`src/rtl/q2e_pkg.sv`:
```
// Shared types, widths and the arctangent table for the quaternion to Euler angle block.
// No dependencies.
package q2e_pkg;

  // Field widths of the beats
  localparam int QUAT_W      = 16;
  localparam int ANGLE_W     = 16;
  localparam int FRAC_BITS   = QUAT_W - 2;
  localparam int CORDIC_DEF  = 16;

  // Internal widths
  localparam int PROD_W      = 2 * QUAT_W;
  localparam int SUM_W       = 2 * QUAT_W + 3;
  localparam int ARG_W       = (SUM_W > 33) ? SUM_W : 33;
  localparam int NORM_W      = 64;
  localparam int NORM_TOP    = 60;
  localparam int MQ_W        = 31;
  localparam int RAD_W       = 2 * MQ_W;
  localparam int ROOT_W      = 31;
  localparam int SQRT_STEPS  = 31;
  localparam int ZW          = 34;

  typedef struct packed {
    logic signed [QUAT_W-1:0] quat_w;
    logic signed [QUAT_W-1:0] quat_x;
    logic signed [QUAT_W-1:0] quat_y;
    logic signed [QUAT_W-1:0] quat_z;
  } quat_t;

  typedef struct packed {
    logic signed [ANGLE_W-1:0] roll_angle;
    logic signed [ANGLE_W-1:0] pitch_angle;
    logic signed [ANGLE_W-1:0] yaw_angle;
    logic                      pitch_clamped;
  } euler_t;

  // Pitch side band that rides along the square root
  typedef struct packed {
    logic signed [ARG_W-1:0] pitch_num;
    logic                    clamped;
  } pitch_side_t;

  // Front end output
  typedef struct packed {
    logic signed [SUM_W-1:0] roll_num;
    logic signed [SUM_W-1:0] roll_den;
    logic signed [SUM_W-1:0] yaw_num;
    logic signed [SUM_W-1:0] yaw_den;
    logic [RAD_W-1:0]        rad;
    pitch_side_t             side;
  } front_t;

  // atan(2^-i) in units of 2^-32 turn, rounded
  localparam logic [31:0] ATAN_TAB [32] = '{
    32'd536870912, 32'd316933406, 32'd167458907, 32'd85004756, 32'd42667331,
    32'd21354465, 32'd10679838, 32'd5340245, 32'd2670163, 32'd1335087,
    32'd667544, 32'd333772, 32'd166886, 32'd83443, 32'd41722, 32'd20861,
    32'd10430, 32'd5215, 32'd2608, 32'd1304, 32'd652, 32'd326, 32'd163,
    32'd81, 32'd41, 32'd20, 32'd10, 32'd5, 32'd3, 32'd1, 32'd1, 32'd0
  };

endpackage

```
`src/rtl/q2e_sqrt.sv`:
```
// Pipelined integer square root, one result bit per stage, with a pitch side band.
// Depends on q2e_pkg.
module q2e_sqrt (
  input  logic                  clk,
  input  logic                  rst,
  input  logic                  in_valid,
  input  logic [q2e_pkg::RAD_W-1:0] rad,
  input  q2e_pkg::pitch_side_t  side_in,
  output logic                  out_valid,
  output logic [q2e_pkg::ROOT_W-1:0] root,
  output q2e_pkg::pitch_side_t  side_out
);
  import q2e_pkg::*;

  logic [RAD_W-1:0] rem_q [SQRT_STEPS+1];
  logic [RAD_W-1:0] res_q [SQRT_STEPS+1];
  pitch_side_t      side_q [SQRT_STEPS+1];
  logic             vld_q [SQRT_STEPS+1];

  assign rem_q[0]  = rad;
  assign res_q[0]  = '0;
  assign side_q[0] = side_in;
  assign vld_q[0]  = in_valid;

  for (genvar k = 0; k < SQRT_STEPS; k++) begin : g_step
    localparam logic [RAD_W-1:0] BIT = RAD_W'(1) << (2 * (SQRT_STEPS - 1 - k));
    logic [RAD_W:0] trial;

    // one restoring step
    assign trial = {1'b0, res_q[k]} + {1'b0, BIT};

    always_ff @(posedge clk) begin
      side_q[k+1] <= side_q[k];
      if ({1'b0, rem_q[k]} >= trial) begin
        rem_q[k+1] <= rem_q[k] - trial[RAD_W-1:0];
        res_q[k+1] <= (res_q[k] >> 1) + BIT;
      end else begin
        rem_q[k+1] <= rem_q[k];
        res_q[k+1] <= res_q[k] >> 1;
      end
    end

    always_ff @(posedge clk) begin
      if (rst) begin
        vld_q[k+1] <= 1'b0;
      end else begin
        vld_q[k+1] <= vld_q[k];
      end
    end
  end

  assign out_valid = vld_q[SQRT_STEPS];
  assign root      = res_q[SQRT_STEPS][ROOT_W-1:0];
  assign side_out  = side_q[SQRT_STEPS];

endmodule

```
`config.mk`:
```
export PLATFORM = sky130hd
export DESIGN_NAME = q2e_sqrt
export DESIGN_NICKNAME = d
export VERILOG_FILES = /design/src/rtl/q2e_pkg.sv /design/src/rtl/q2e_sqrt.sv
export SDC_FILE = /design/constraint.sdc
export NUM_CORES = 2
export LEC_CHECK = 0
export BUFFER_PORTS_ARGS = -buffer_cell sky130_fd_sc_hd__buf_2
export CAP_MARGIN = 20
export CORE_MARGIN = 2
export CORE_UTILIZATION = 55
export DETAILED_ROUTE_END_ITERATION = 8
export MAX_ROUTING_LAYER = met4
export PLACE_DENSITY = 0.71
export RECOVER_POWER = 25
export SLEW_MARGIN = 20
export SYNTH_ARGS = -nofsm -noshare
export SYNTH_HDL_FRONTEND = slang
export SYNTH_SLANG_ARGS = --single-unit
```
`constraint.sdc`:
```
create_clock -name clk -period 4.4 [get_ports clk]
set_clock_uncertainty 0.05 [all_clocks]
set_input_delay 0.22 -clock clk [delete_from_list [all_inputs] [get_ports clk]]
set_output_delay 0.22 -clock clk [all_outputs]
set_load 0.005 [all_outputs]
```
==> impl_metrics.ini <==
[floorplan]
rows = 166
dieArea_um2 = 209000
start_util_pct = 55.3
die_height_um = 457
io_pins = 169
dieWidth_um = 457
core-area_um2 = 205000

[synth]
synth_cells = 10200
synth_seq_area_share_pct = 62.0
synth_edf_count = 0
synth_warnings = 0
avgSynthCellArea_um2 = 11.1
ys_seq_elements = 3503
syn_area_um2 = 113000
ys.flop_type = dfxtp_1
ys_types = 90
async_reset_ff_share_pct = 0
synth_fp_nets = 10900

[sta]
relSlewSlack_pct = 29.4
finalMaxSlewViolations = 0
fmax_mhz = 230
fin_crit_sh_pct = 98.7
rsz0062_at_grt = false
finalSetupTns_ns = 0
whs_ns = 0.0966
tightest_slew_ns = 1.05
setup_viol = 0
final.min_clock_period_ns = 4.34
final_hold_viol_count = 0

[cells_and_area]
seq_area_um2 = 70100
final_area_um2 = 131000
multiInputGateArea_um2 = 39600
area_growth_pct = 15.7
fill_cells = 15700
final_cell_mix = dfxtp_1, inv_1, nor2_1
nets = 11400
final_common_cell = dfxtp_1
drive_above_1_share_pct = 8.92

[routing]
wire_per_inst_um = 19.5
drt-initial-drc-count = 4846
routed_via_density = 5.37
wl_um = 269000
drc = 0
vias = 74100
ant_nets = 0
first_pass_iters = 6

[setup_path]
endpoint_kind = register
crit_arrival_ns = 5.12
crit_fanout = 6
criticalPathCategory = register to register
startpoint_type = register
crit_required_ns = 5.18

[pwr]
power.density_nw_per_um2 = 677
vdd_drop_max_v = 0.000499
p_leak_nw = 58.9
total_power_mw = 88.6

[placed_design]
io_buffers = 168
gp_congestion = 0.969
placement.cell_area_um2 = 117000
dp_hpwl_um = 198000

[clock_tree]
cts_tree = yes
worstSkewPairLatency_ns = 0.96
root_buffer = clkbuf_16
cts_max_path_buffers = 4
cts.sinks = 3503
cts_buffers = 342
cts.clk_slew.worst_paths_ns = 0.06
cts.htree.levels = 5

[run_status]
run_status = completed

[grt]
gr-usage-all-layers_pct = 26.0
antenna_found_initial = 17
first_global_vias = 75700
grt_pass1_wl_um = 418000
grt_start_max_net_pins = 56
gr-total-overflow = 0

[flow_run]
drv_cap = 0

[min_path]
hold_path.class = input port to register
flip-flops by register name, indices dropped and copies added (netlist names):
name and flops:
side_out 36, out_valid 1, root 31, rem_q 1860
res_q 465, vld_q 30, side_q 1080
per-layer routing:
metal	track usage, %	vias to the layer above	part of all wire (%)
met1	29.2	35000	41
met2	45.0	1936	50
li1	-	36500	-
met3	3.70	735	4.4
met4	13.0	0	5.4
met5	-	-	0
synth_stat cells (15+ instances only):
master | instances | share of area [%]
dfxtp_1 | 3503 | 62
inv_1 | 642 | 2.1
nor2_1 | 613 | 2.0
a21oi_1 | 578 | 2.6
nand2_1 | 530 | 1.8
ha_1 | 525 | 5.8
xnor2_1 | 413 | 3.2
xor2_1 | 405 | 3.1
o21ai_0 | 391 | 1.7
nor4_1 | 316 | 1.7
nor3_1 | 258 | 1.1
a21o_1 | 205 | 1.4
clkbuf_1 | 178 | 0.59
nand3_1 | 171 | 0.76
nand4_1 | 148 | 0.82
nand2b_1 | 101 | 0.56
nor2b_1 | 98 | 0.54
or3_1 | 95 | 0.53
or4_1 | 84 | 0.56
mux2_2 | 82 | 0.82
o21a_1 | 82 | 0.54
a31oi_1 | 57 | 0.32
a211oi_1 | 54 | 0.36
o21bai_1 | 52 | 0.35
nor4b_1 | 50 | 0.39
and3_1 | 47 | 0.26
o31ai_1 | 42 | 0.28
buf_4 | 36 | 0.24
nand3b_1 | 34 | 0.23
or2_2 | 34 | 0.19
o211ai_1 | 28 | 0.19
and2_1 | 27 | 0.15
a2111oi_0 | 21 | 0.16
and4_1 | 19 | 0.15
nand4b_1 | 16 | 0.12
nor3b_1 | 16 | 0.11
o41ai_1 | 16 | 0.12
a211o_1 | 15 | 0.12
buf_1 | 15 | 0.050
o31a_1 | 15 | 0.12
where the power goes:
part / total, mW / internal (mW) / leakage, nW / switching [mW]
Clock: 29.4 / 17.5 / 5.59 / 11.9
Combinational: 17.4 / 7.62 / 23.9 / 9.76
Sequential: 41.8 / 37.1 / 29.4 / 4.66
what timing repair did:
| action | CTS | global route |
|---|---|---|
| setup endpoints to repair | 0 | 1 |
| endpoints found under the hold margin | 130 | 0 |
| gates resized for setup | 0 | 1 |
| hold buffers | 201 | 0 |
| setup buffers | 0 | 0 |
stage by stage:
step / std cells / util (%) / setup WS [ns]
after floorplan: 10200 / - / 0.848
final: 13800 / 63.9 / 0.0559
after global placement: 13000 / 57.3 / 0.250
after CTS: 13800 / 63.9 / 0.199
after detailed placement: 13000 / 57.3 / 0.279
after global routing: 13800 / 63.9 / 0.0429
path summary, 6_finish.rpt:
check / end / slack [ns] / cells past startpoint / start
worst max register to register: rem_q[241] / 0.06 / 10 / res_q[257]
worst max-delay path: rem_q[241] / 0.06 / 10 / res_q[257]
worst min register to register: side_q[262] / 0.24 / 0 / side_q[298]
worst min-delay path: rem_q[1920] / 0.1 / 4 / rad[60]
critical path, stage by stage (launching register included):
cell and delay (ns):
dfxtp_1 0.33, inv_1 0.05, ha_1 0.36, a21oi_1 0.24
a211oi_1 0.16, o31ai_1 0.64, a211oi_2 0.23, o311ai_0 0.94
nand4_1 0.56, nor4b_1 0.49, xor2_1 0.17
cells by family after synthesis:
group                    Yosys count  share of synthesized area [%]
AO/OA/AOI/OAI                   1707                           9.38
XOR/XNOR                         819                           6.35
adder cells (fa/ha/maj)          525                           5.81
flip-flops                      3503                           62.0
multiplexers                      96                          0.942
AND/OR/NAND/NOR                 2703                           12.5
buffers and inverters            878                           3.04
area by class of cell:
cell class | count | area share (%)
well taps | 2688 | 2.57
diodes | 34 | 0.0651
repair buffers | 478 | 2.85
clock buffers | 464 | 7.45
flip-flops and latches | 3503 | 53.6
clock inverters | 141 | 1.30
multi-input cells | 5850 | 30.3
inverters | 645 | 1.85
Note: power is estimated with default switching activity, not from simulation.
